`src/rtl/nbg_pkg.sv`:
```
`timescale 1ns / 1ps
// ----------------------------------------------------------------------------
// nbg_pkg
// Shared constants, codes and saturating helpers for the gravity step block.
// ----------------------------------------------------------------------------
package nbg_pkg;

    localparam int NBG_MAX_POINTS = 64;

    localparam int DIV_NW = 64;
    localparam int DIV_DW = 50;
    localparam int SQRT_W = 64;
    localparam int ROOT_W = 32;

    localparam logic [1:0] CMD_LOAD = 2'd0;
    localparam logic [1:0] CMD_STEP = 2'd1;
    localparam logic [1:0] CMD_READ = 2'd2;

    localparam logic [1:0] REG_G_CONST  = 2'd0;
    localparam logic [1:0] REG_MIN_DIST = 2'd1;
    localparam logic [1:0] REG_MASS     = 2'd2;
    localparam logic [1:0] REG_COUNT    = 2'd3;

    function automatic logic signed [49:0] sx50(input logic [31:0] a);
        return $signed({{18{a[31]}}, a});
    endfunction

    function automatic logic [31:0] sat32(input logic signed [49:0] v);
        logic [31:0] r;
        if (v > 50'sd2147483647)
            r = 32'h7FFF_FFFF;
        else if (v < -50'sd2147483648)
            r = 32'h8000_0000;
        else
            r = v[31:0];
        return r;
    endfunction

    function automatic logic [31:0] sat_q16(input logic [63:0] p);
        return (|p[63:48]) ? 32'hFFFF_FFFF : p[47:16];
    endfunction

endpackage

```
`src/rtl/nbg_sqrt.sv`:
```
`timescale 1ns / 1ps
// ----------------------------------------------------------------------------
// nbg_sqrt
// Digit-by-digit integer square root, one root bit per cycle.
// ----------------------------------------------------------------------------
module nbg_sqrt import nbg_pkg::*; (
    input  logic              clk,
    input  logic              rst_n,
    input  logic              start,
    input  logic [SQRT_W-1:0] operand,
    output logic              busy,
    output logic              done,
    output logic [ROOT_W-1:0] root
);

    localparam int CNT_W = $clog2(ROOT_W);

    logic [SQRT_W-1:0] val_reg;
    logic [ROOT_W+1:0] rem_reg;
    logic [ROOT_W-1:0] root_reg;
    logic [CNT_W-1:0]  cnt_reg;
    logic              busy_reg;
    logic              done_reg;

    logic [ROOT_W+3:0] rs;
    logic [ROOT_W+3:0] trial;
    logic              fits;
    logic [ROOT_W+3:0] diff;

    always_comb
    begin
        rs    = {rem_reg, val_reg[SQRT_W-1:SQRT_W-2]};
        trial = {2'b00, root_reg, 2'b01};
        fits  = (rs >= trial);
        diff  = rs - trial;
    end

    always_ff @(posedge clk or negedge rst_n)
    begin
        if (!rst_n)
        begin
            busy_reg <= 1'b0;
            done_reg <= 1'b0;
            cnt_reg  <= '0;
        end
        else if (start)
        begin
            busy_reg <= 1'b1;
            done_reg <= 1'b0;
            cnt_reg  <= '0;
        end
        else if (busy_reg)
        begin
            cnt_reg <= cnt_reg + 1'b1;
            if (cnt_reg == CNT_W'(ROOT_W - 1))
            begin
                busy_reg <= 1'b0;
                done_reg <= 1'b1;
            end
        end
        else
        begin
            done_reg <= 1'b0;
        end
    end

    always_ff @(posedge clk)
    begin
        if (start)
        begin
            val_reg  <= operand;
            rem_reg  <= '0;
            root_reg <= '0;
        end
        else if (busy_reg)
        begin
            val_reg  <= {val_reg[SQRT_W-3:0], 2'b00};
            rem_reg  <= fits ? diff[ROOT_W+1:0] : rs[ROOT_W+1:0];
            root_reg <= {root_reg[ROOT_W-2:0], fits};
        end
    end

    assign busy = busy_reg;
    assign done = done_reg;
    assign root = root_reg;

endmodule

```
`config.mk`:
```
export PLATFORM = sky130hd
export DESIGN_NAME = nbg_sqrt
export DESIGN_NICKNAME = d
export VERILOG_FILES = /design/src/rtl/nbg_pkg.sv /design/src/rtl/nbg_sqrt.sv
export SDC_FILE = /design/constraint.sdc
export NUM_CORES = 1
export LEC_CHECK = 0
export ABC_AREA = 1
export BUFFER_PORTS_ARGS = -buffer_cell sky130_fd_sc_hd__clkbuf_2
export CAP_MARGIN = 10
export CORE_ASPECT_RATIO = 1.5
export CORE_MARGIN = 1
export CORE_UTILIZATION = 45
export DETAILED_ROUTE_END_ITERATION = 10
export REMOVE_ABC_BUFFERS = 1
export SLEW_MARGIN = 5
export SYNTH_ARGS = -nofsm -noshare
export SYNTH_HDL_FRONTEND = slang
export SYNTH_SLANG_ARGS = --single-unit
```
`constraint.sdc`:
```
create_clock -name clk -period 5.5 [get_ports clk]
set_clock_uncertainty 0.15 [all_clocks]
set_input_delay 0.825 -clock clk [delete_from_list [all_inputs] [get_ports clk]]
set_output_delay 0.825 -clock clk [all_outputs]
set_load 0.01 [all_outputs]
```
==> summary.md <==
| Metric | Value |
|---|---|
| Status | `finished, final reports clean` |
| Mux contribution to synthesized area | `0%` |
| Core area | `17,900 um^2` |
| Leak pwr | `about 5.0 nW` |
| Starting Density | `46.0%` |
| Total gr overflow | `0` |
| Post-synth top area share | `around 25%` |
| Fin crit share | `between 50 and 60%` |
| Crit-path max FO | `35` |
| RD Place Congestion | `0.914` |
| DR WL/cell | `13.9 um` |
| Tot GR Track Use | `23.4%` |
| Global-route wire length before repair | `34.7 mm` |
| Filler cells | `1,847` |
| Deepest clock path buffer count | `2` |
| Hold WS | `0.0702 ns` |
| Distinct cells, synth | `37` |
| Max Transition Viols Final | `0` |
| Ys Warns | `0` |
| Worst-Margin Slew | `approximately 1.0 ns` |
| Crit-path max cell delay | `0.50 ns` |
| Dominant synthesized flop cell | `dfxtp_1` |
| Worst-Skew Late Latency | `0.42 ns` |
| Cell mode on critical path | `nand2_1` |
| CTS Buf Count | `17` |
| Flops & latches, synth | `137` |
| Post-synthesis sequential area ratio | `41.4%` |
| Top Family by Delay on Critical Path | `simple AND/OR/NAND/NOR gates` |
| Fin nets | `1,369` |
| CTS tree | `yes` |
| Vias | `7,264` |
| Synthesized cell area | `8260 um^2` |
| Die area | `18,900 um^2` |
| Vias in the first global route | `approximately 7,200` |
| Port bufs | `100` |
| Post-CTS sizing | `0` |
| Post-Syn Instances | `1,177` |
| Die height | `168 um` |
| Initial antenna violation count | `0` |
| Top Ports | `between 100 and 150` |
| HP Class | `input port to async pin` |
| First-pass DRT Iterations | `5` |
| Critical path arrival | `3.25 ns` |
| 1st-iter DRT viols | `384` |
| DRC violations left | `0` |
| Final wirelength | `between 20 and 25 mm` |
| Sequential Area | `3420 um^2` |
| Clock-pin slew on the worst setup and hold paths | `approximately 0.07 ns` |
| Max_cap viols | `0` |
| Setup TNS | `0 ns` |
| Top post-synthesis cells by area | `nand2_1, edfxtp_1, dfxtp_1` |
| Setup violators final | `0` |
| Max reg flops | `64` |
| Critical path type | `flop to flop` |
| HPWL after detailed placement | `15.2 mm` |
| Slew HR | `between 30 and 40%` |
| Minimum clock period | `3.03 ns` |
| Worst setup SP type | `flop` |
| Crit. End Element | `flop` |
| Mean number of vias per cell | `4.86` |
| # hold bufs at CTS | `0` |
| Post-Synth Simple-Gate Area | `36.3%` |
| Postcts setup bufs | `0` |
| Synth Area in XOR/XNOR | `approximately 1.8%` |
| Critical-path cell list | `inv_1 -> ha_1 -> nand2_1 -> nor2_2 -> nand2_1 -> nor2_2 -> nand2_2 -> nand3_2 -> nand3_4 -> nand2_4 -> nand2_1 -> nand2_1 -> nand2_1 -> nand2_1` |
| Width of the die | `roughly 110 um` |
| Largest family of logic cells by synthesized area | `simple AND/OR/NAND/NOR gates` |
| Post-Synth Adder-Cell Area | `5.46%` |
| VDD IR max | `217 uV` |
| Pin count of the biggest net entering global routing | `66` |
| CTS root buffer | `clkbuf_16` |
| Share of cells above drive strength 1 | `13.0%` |
| Avg Inst Size Synth | `7.02 um^2` |
| Power density over the cells | `554 nW/um^2` |
| Cell row count | `60` |
| Worst EP required | `5.72 ns` |
| Detail Route Antenna Nets | `0` |
| Post-synth ARST share | `5.11%` |
| Endpoints failing hold | `0` |
| Post-synthesis compound-gate area fraction | `under 10%` |
| H-Tree Depth | `4` |
| Buffers and inverters on the worst path | `1` |
| Max Fclk | `0.330 GHz` |
| Post-synth top area cell | `nand2_1` |
| Worst path slowest cell | `nand2_4` |
| RSZ-0062 raised after global routing | `no` |
| Antenna fix cells | `0` |
| Clk sinks | `137` |
| Post-synth EDFFs | `64` |
| Area occupied by multi-input gates | `4020 um^2` |
| Area Overhead vs Synth | `14.7%` |
[cells in the mapped netlist, types with 9 or more instances]
master and number:
ha_1 36, clkbuf_1 23, nor2_1 45, nand2_2 9, nand3_1 49, edfxtp_1 64, nand3b_1 33, dfxtp_1 66
inv_1 162, xnor2_1 15, nand2_1 551, a21oi_1 24, o22ai_1 32
[worst paths after layout]
path,slack (ns),end,cells after the start,from
hold reg to reg,0.30,rem_reg[33],2,rem_reg[33]
max in group asynchronous,4.96,cnt_reg[1],1,rst_n
setup reg to reg,2.47,rem_reg[33],14,root[11]
min in group clk,0.30,rem_reg[33],2,rem_reg[33]
setup / recovery,2.47,rem_reg[33],14,root[11]
hold / removal,0.07,done,1,rst_n
[through the flow]
step / setup slack, ns / total power, mW / area (um^2) / util (%) / std cells
2_1_floorplan: 0.275 / 3.41 / 8050 / - / 1141
3_3_place_gp: 2.52 / 4.12 / 8860 / 49.4 / 1463
3_5_place_dp: 2.47 / 4.12 / 8860 / 49.4 / 1463
4_1_cts: 2.44 / 5.29 / 9450 / 52.6 / 1495
5_1_grt: 2.14 / 5.74 / 9470 / 52.8 / 1496
6_report: 2.47 / 5.25 / 9470 / 52.8 / 1496
[layout make-up]
cell class | instances | area share (%)
well taps | 217 | 2.87
multi-input cells | 839 | 42.4
clock inverters | 15 | 1.66
clock buffers | 17 | 4.49
flip-flops and latches | 137 | 36.1
repair buffers | 106 | 5.97
inverters | 165 | 6.55
[power breakdown]
| group | internal, mW | leakage, nW | switching [mW] |
|---|---|---|---|
| sequential | 1.24 | 1.34 | 0.0957 |
| clock | 0.640 | 0.279 | 0.505 |
| combinational | 0.963 | 3.43 | 1.81 |
[cell families (layout without fill, tap and decap cells)]
logic type / count (synthesis) / after routing
adder cells (fa/ha/maj): 36 / 36
AO/OA/AOI/OAI: 71 / 71
XOR/XNOR: 17 / 17
flip-flops: 137 / 137
AND/OR/NAND/NOR: 715 / 715
buffers and inverters: 201 / 303
[cells in the final DEF, fill, tap and decap left out, types with 2 or more instances in the layout]
| cell type | synthesis | layout |
|---|---|---|
| and3_1 | 2 | 2 |
| o22ai_1 | 32 | 32 |
| nor2_2 | 7 | 9 |
| dfrtp_1 | 7 | 7 |
| o21ai_0 | 8 | 8 |
| buf_4 | 2 | 5 |
| nand2_1 | 551 | 551 |
| dfxtp_1 | 66 | 66 |
| clkbuf_2 | 0 | 100 |
| clkbuf_16 | 0 | 17 |
| ha_1 | 36 | 36 |
| inv_8 | 0 | 2 |
| o21bai_1 | 3 | 3 |
| edfxtp_1 | 64 | 64 |
| nand4_1 | 6 | 6 |
| clkinv_1 | 2 | 2 |
| xor2_1 | 2 | 2 |
| xnor2_1 | 15 | 15 |
| clkinv_4 | 0 | 3 |
| nor3_1 | 4 | 4 |
| nand2_2 | 9 | 9 |
| a22o_1 | 2 | 2 |
| inv_6 | 0 | 5 |
| nor2_1 | 45 | 43 |
| nand3b_1 | 33 | 33 |
| a21oi_1 | 24 | 24 |
| inv_1 | 162 | 162 |
| nand3_2 | 3 | 3 |
| clkinvlp_4 | 0 | 2 |
| nor2_4 | 2 | 2 |
| nand3_1 | 49 | 49 |
[per-layer routing]
layer  wire length [um]  global-route usage [%]  vias up
li1                   -                       -     3856
met1               8540                    25.3     3204
met2              10800                    42.9      155
met3                770                    4.79       49
met4                743                    11.2        0
met5                  0                       0        -
Note: power is estimated with default switching activity, not from simulation.
