==> src/rtl/nbg_pkg.sv <==
`timescale 1ns / 1ps
// ----------------------------------------------------------------------------
// nbg_pkg
// Shared constants, codes and saturating helpers for the gravity step block.
// ----------------------------------------------------------------------------
package nbg_pkg;

    localparam int NBG_MAX_POINTS = 64;

    localparam int DIV_NW = 64;
    localparam int DIV_DW = 50;
    localparam int SQRT_W = 64;
    localparam int ROOT_W = 32;

    localparam logic [1:0] CMD_LOAD = 2'd0;
    localparam logic [1:0] CMD_STEP = 2'd1;
    localparam logic [1:0] CMD_READ = 2'd2;

    localparam logic [1:0] REG_G_CONST  = 2'd0;
    localparam logic [1:0] REG_MIN_DIST = 2'd1;
    localparam logic [1:0] REG_MASS     = 2'd2;
    localparam logic [1:0] REG_COUNT    = 2'd3;

    function automatic logic signed [49:0] sx50(input logic [31:0] a);
        return $signed({{18{a[31]}}, a});
    endfunction

    function automatic logic [31:0] sat32(input logic signed [49:0] v);
        logic [31:0] r;
        if (v > 50'sd2147483647)
            r = 32'h7FFF_FFFF;
        else if (v < -50'sd2147483648)
            r = 32'h8000_0000;
        else
            r = v[31:0];
        return r;
    endfunction

    function automatic logic [31:0] sat_q16(input logic [63:0] p);
        return (|p[63:48]) ? 32'hFFFF_FFFF : p[47:16];
    endfunction

endpackage

==> src/rtl/nbg_div.sv <==
`timescale 1ns / 1ps
// ----------------------------------------------------------------------------
// nbg_div
// Restoring unsigned divider producing one quotient bit per cycle.
// ----------------------------------------------------------------------------
module nbg_div import nbg_pkg::*; (
    input  logic              clk,
    input  logic              rst_n,
    input  logic              start,
    input  logic [DIV_NW-1:0] dividend,
    input  logic [DIV_DW-1:0] divisor,
    output logic              busy,
    output logic              done,
    output logic [DIV_NW-1:0] quotient
);

    localparam int CNT_W = $clog2(DIV_NW);

    logic [DIV_NW-1:0] quo_reg;
    logic [DIV_DW-1:0] rem_reg;
    logic [DIV_DW-1:0] dvs_reg;
    logic [CNT_W-1:0]  cnt_reg;
    logic              busy_reg;
    logic              done_reg;

    logic [DIV_DW:0]   shifted;
    logic [DIV_DW:0]   diff;
    logic              fits;
    logic [DIV_DW-1:0] rem_next;
    logic [DIV_NW-1:0] quo_next;

    always_comb
    begin
        shifted  = {rem_reg, quo_reg[DIV_NW-1]};
        diff     = shifted - {1'b0, dvs_reg};
        fits     = (shifted >= {1'b0, dvs_reg});
        rem_next = fits ? diff[DIV_DW-1:0] : shifted[DIV_DW-1:0];
        quo_next = {quo_reg[DIV_NW-2:0], fits};
    end

    always_ff @(posedge clk or negedge rst_n)
    begin
        if (!rst_n)
        begin
            busy_reg <= 1'b0;
            done_reg <= 1'b0;
            cnt_reg  <= '0;
        end
        else if (start)
        begin
            busy_reg <= 1'b1;
            done_reg <= 1'b0;
            cnt_reg  <= '0;
        end
        else if (busy_reg)
        begin
            cnt_reg <= cnt_reg + 1'b1;
            if (cnt_reg == CNT_W'(DIV_NW - 1))
            begin
                busy_reg <= 1'b0;
                done_reg <= 1'b1;
            end
        end
        else
        begin
            done_reg <= 1'b0;
        end
    end

    always_ff @(posedge clk)
    begin
        if (start)
        begin
            quo_reg <= dividend;
            rem_reg <= '0;
            dvs_reg <= divisor;
        end
        else if (busy_reg)
        begin
            quo_reg <= quo_next;
            rem_reg <= rem_next;
        end
    end

    assign busy     = busy_reg;
    assign done     = done_reg;
    assign quotient = quo_reg;

endmodule

==> config.mk <==
export PLATFORM = sky130hd
export DESIGN_NAME = nbg_div
export DESIGN_NICKNAME = d
export VERILOG_FILES = /design/src/rtl/nbg_pkg.sv /design/src/rtl/nbg_div.sv
export SDC_FILE = /design/constraint.sdc
export NUM_CORES = 1
export LEC_CHECK = 0
export BUFFER_PORTS_ARGS = -buffer_cell sky130_fd_sc_hd__buf_4
export CORE_ASPECT_RATIO = 2
export CORE_MARGIN = 2
export CORE_UTILIZATION = 55
export DETAILED_ROUTE_END_ITERATION = 12
export GPL_ROUTABILITY_DRIVEN = 0
export PLACE_DENSITY = 0.79
export RECOVER_POWER = 50
export SLEW_MARGIN = 20
export SYNTH_ARGS = -nofsm -noshare
export SYNTH_HDL_FRONTEND = slang
export SYNTH_SLANG_ARGS = --single-unit
==> constraint.sdc <==
create_clock -name clk -period 3.4 [get_ports clk]
set_clock_uncertainty 0.05 [all_clocks]
set_input_delay 0.68 -clock clk [delete_from_list [all_inputs] [get_ports clk]]
set_output_delay 0.68 -clock clk [all_outputs]
set_load 0.005 [all_outputs]
==> key figures <==
Run status
  • Result of the run: complete, but fails checks
  • Violated checks: max-capacitance violations, max-slew violations

STA
  • F_max: 308 MHz
  • Count of endpoints failing setup in the final report: 0
  • Final Max Slew Viols: 128
  • Final TNS setup: 0 ns
  • Worst hold slack after final layout: 0.390 ns
  • Final worst-path cycle share: 0.955
  • Number of hold-slack violations in the final timing report: 0
  • Slew at the pin with the worst max-slew slack: 1.58 ns
  • Worst relative slew slack: -0.0505
  • Final critical-path setup slack: 0.154 ns
  • Unrepaired setup endpoints after global routing: yes
  • Tmin final: 3.25 ns

Route
  • Final wirelength: 24.0 mm
  • Drt first-iter violations: 548
  • Vias per std cell: 5.88
  • Overall via count from detail_route: 7,774
  • DR WL/cell: 18.1 microns
  • Post-detailed-route count of antenna-violating nets: 0
  • Number of iterations in the first detailed-routing pass: 5
  • DR DRC count: 0

Synth
  • Share of flip-flops with an asynchronous set or reset after synthesis: 0.0465
  • Cell area after synthesis: 9840 sq um
  • Synthesis-stage register bit count: 172
  • Number of distinct library cells after synthesis: 62
  • Synthesized instance count: 930
  • Most frequent cells after synthesis: sky130_fd_sc_hd__edfxtp_1, sky130_fd_sc_hd__nor2_1, sky130_fd_sc_hd__inv_1, sky130_fd_sc_hd__mux2_2, sky130_fd_sc_hd__a21oi_1
  • Sequential cell area fraction in the yosys report: 0.470
  • Top flip-flop cell by instance count after synthesis: sky130_fd_sc_hd__edfxtp_1
  • Top cell type by total area after synthesis: sky130_fd_sc_hd__edfxtp_1
  • Most instantiated library cell after synthesis: sky130_fd_sc_hd__edfxtp_1
  • Yosys synthesis warning count: 0
  • Mean area per synthesized cell: 10.6 sq um
  • Net count after synthesis: 1,099
  • Post-synth EDFFs: 114
  • Area fraction of the dominant cell type after synthesis: 0.348
  • Most area-consuming cells after synthesis: sky130_fd_sc_hd__edfxtp_1, sky130_fd_sc_hd__dfxtp_1, sky130_fd_sc_hd__mux2_2, sky130_fd_sc_hd__ha_1, sky130_fd_sc_hd__mux2i_1

Floorplan
  • Num ports: 183
  • Starting density of the core: 0.559
  • Number of standard-cell rows in the floorplan: 69
  • Placeable core area: 17,600 sq um
  • Y dimension of the die: 193 microns
  • Die width: 98.6 microns
  • Die area: 19,000 sq um

Global routing
  • Wire length of the first global-routing pass: 38.3 mm
  • Total global routing track utilization: 0.250
  • Grt met3 use: 0.0523
  • Number of global-route vias before repair: 7,739
  • Global route overflow: 0
  • Pin count of the biggest net entering global routing: 65
  • Global-route met1 utilization: 0.314
  • GR Util met2: 0.420
  • Number of antenna violations at the first check in global routing: 0
  • Grt peak-use layer: met2

Clocking
  • Total clock buffers created by CTS: 17
  • Htree depth: 4
  • Post-CTS Setup Inserts: 0
  • Later-pin clock latency in the skew report: 0.43 ns
  • Maximum count of clock buffers along a single path: 2
  • Clock root buffer: sky130_fd_sc_hd__clkbuf_16
  • Clock input transition at the sequential cells of the worst setup and hold paths: 0.07 ns
  • Num Clock Sinks: 172
  • Clock tree from TritonCTS: done

Worst setup path
  • Maximum fanout along the worst path: 24
  • CP Data Arrival Time: 3.49 ns
  • Crit path kind: flip-flop to flip-flop
  • Ordered list of cells on the worst path: inv_1 > ha_1 > a21o_1 > a31oi_1 > o22ai_1 > or3b_1 > a21oi_1 > nand2_1 > a41oi_4 > buf_12 > mux2i_1 > a211oi_2
  • Type of origin of the critical path: flip-flop
  • Peak per-stage delay on the critical path: 0.46 ns
  • Number of buffer and inverter stages on the critical path: 2
  • Total number of cells along the worst setup path: 12
  • Top delay family on crit path: compound AO/OA/AOI/OAI gates
  • Critical Path End Type: flip-flop
  • Worst Path Required: 3.64 ns
  • Worst path slowest cell: sky130_fd_sc_hd__a41oi_4
  • Worst reg-to-reg path cell count: 12

Placement
  • Total half-perimeter wirelength after legalization and detailed placement: 17.5 mm
  • Number of buffers added on ports: 182
  • Placement-stage worst setup slack: 0.144 ns

Finish
  • Final Net Count: 1,266
  • Post-layout util: 0.681
  • Number of filler cells placed in the layout: 1,304
  • Area growth from synthesis to layout: 21.9%
  • Proportion of layout cells with a drive suffix above 1: 0.264
  • Number of flip-flops under the largest register name: 64
  • ANT cells: 0

Power and ir drop
  • Static Leakage: 5.48 nW
  • Pwr/cell area: 457 nW/um^2
  • Maximum vdd ir drop: 0.000416 V
  • Design Power: 5.48 mW

Min path
  • Hold WC Path Type: primary input to flip-flop
  • Number of stages on the worst hold path: 1

Job
  • Max-cap check violation count: 2
==> through the flow <==
step,cell area (sq um),cells
floorplan,9840,930
global placement,11400,1290
detailed placement,11400,1290
CTS,12000,1323
global route,12000,1323
finish,12000,1323
==> cells by family (layout without fill, tap and decap cells) <==
logic type / Yosys count / after routing / share of synthesized area
AND/OR/NAND/NOR: 207 / 207 / 0.100
buffers and inverters: 110 / 290 / 0.0469
multiplexers: 104 / 104 / 0.114
adder cells (fa/ha/maj): 52 / 52 / 0.0669
flip-flops: 172 / 172 / 0.470
AO/OA/AOI/OAI: 237 / 237 / 0.159
XOR/XNOR: 48 / 48 / 0.0427
==> cells in the final DEF (no fill, tap or decap), types with 4 or more instances in the layout <==
master                      synthesis  final
sky130_fd_sc_hd__a211oi_1          33     31
sky130_fd_sc_hd__and2_1            10     10
sky130_fd_sc_hd__a32oi_1            4      4
sky130_fd_sc_hd__mux2_2            63     62
sky130_fd_sc_hd__clkbuf_1          32      4
sky130_fd_sc_hd__nand4_1           17     17
sky130_fd_sc_hd__clkbuf_4           0     49
sky130_fd_sc_hd__a21o_1            32     32
sky130_fd_sc_hd__and4_1             4      4
sky130_fd_sc_hd__o211ai_1           5      5
sky130_fd_sc_hd__a21oi_1           57     57
sky130_fd_sc_hd__nand2b_1           8      8
sky130_fd_sc_hd__inv_6              0      6
sky130_fd_sc_hd__and3_1             4      4
sky130_fd_sc_hd__dfrtp_1            8      8
sky130_fd_sc_hd__xor2_1            23     23
sky130_fd_sc_hd__dfxtp_1           50     50
sky130_fd_sc_hd__mux2i_1           41     41
sky130_fd_sc_hd__clkbuf_16          0     17
sky130_fd_sc_hd__o21ai_0           53     52
sky130_fd_sc_hd__a31oi_1            6      6
sky130_fd_sc_hd__nand3_1           11     11
sky130_fd_sc_hd__inv_1             64     64
sky130_fd_sc_hd__nor3_1            11     11
sky130_fd_sc_hd__edfxtp_1         114    114
sky130_fd_sc_hd__a221o_1            9      9
sky130_fd_sc_hd__o21a_1             5      4
sky130_fd_sc_hd__ha_1              51     51
sky130_fd_sc_hd__nand2_1           54     54
sky130_fd_sc_hd__nor2_1            66     66
sky130_fd_sc_hd__buf_4              2    137
sky130_fd_sc_hd__nor2b_1            8      8
sky130_fd_sc_hd__xnor2_1           25     25
sky130_fd_sc_hd__o31ai_1            5      5
==> power by group <==
group | internal [mW] | switching (mW) | total, mW | leakage, nW
Combinational | 0.470 | 0.462 | 0.932 | 3.51
Sequential | 2.40 | 0.0852 | 2.49 | 1.68
Clock | 1.18 | 0.878 | 2.06 | 0.298
Total | 4.05 | 1.43 | 5.48 | 5.48
==> final cells by class <==
type | instances | area, sq um | area share
Multi-Input combinational cell | 648 | 4780 | 0.399
Sequential cell | 172 | 4620 | 0.385
Timing Repair Buffer | 194 | 1480 | 0.123
Clock buffer | 19 | 433 | 0.0361
Tap cell | 213 | 267 | 0.0222
Inverter | 64 | 240 | 0.0200
Clock inverter | 13 | 178 | 0.0148
==> repair_timing <==
item	CTS	global route
hold buffers	1	0
endpoints found under the setup margin	0	10
resized for setup	0	5
hold endpoints to repair	8	0
==> path summary, 6_finish.rpt <==
kind | slack (ns) | end | startpoint
max in group asynchronous | 2.35 | cnt_reg[5] | rst_n
min reg2reg | 0.44 | rem_reg[1] | rem_reg[1]
min in group asynchronous | 0.65 | cnt_reg[3] | rst_n
max | 0.15 | rem_reg[27] | dvs_reg[28]
max reg2reg | 0.15 | rem_reg[27] | dvs_reg[28]
min | 0.39 | dvs_reg[48] | divisor[48]
==> metal layers <==
metal  part of all wire  wire [microns]
met4              0.029             683
met2               0.51           12200
met1               0.40            9680
met5                  0               0
met3              0.057            1370
(Power assumes the default switching activity.)
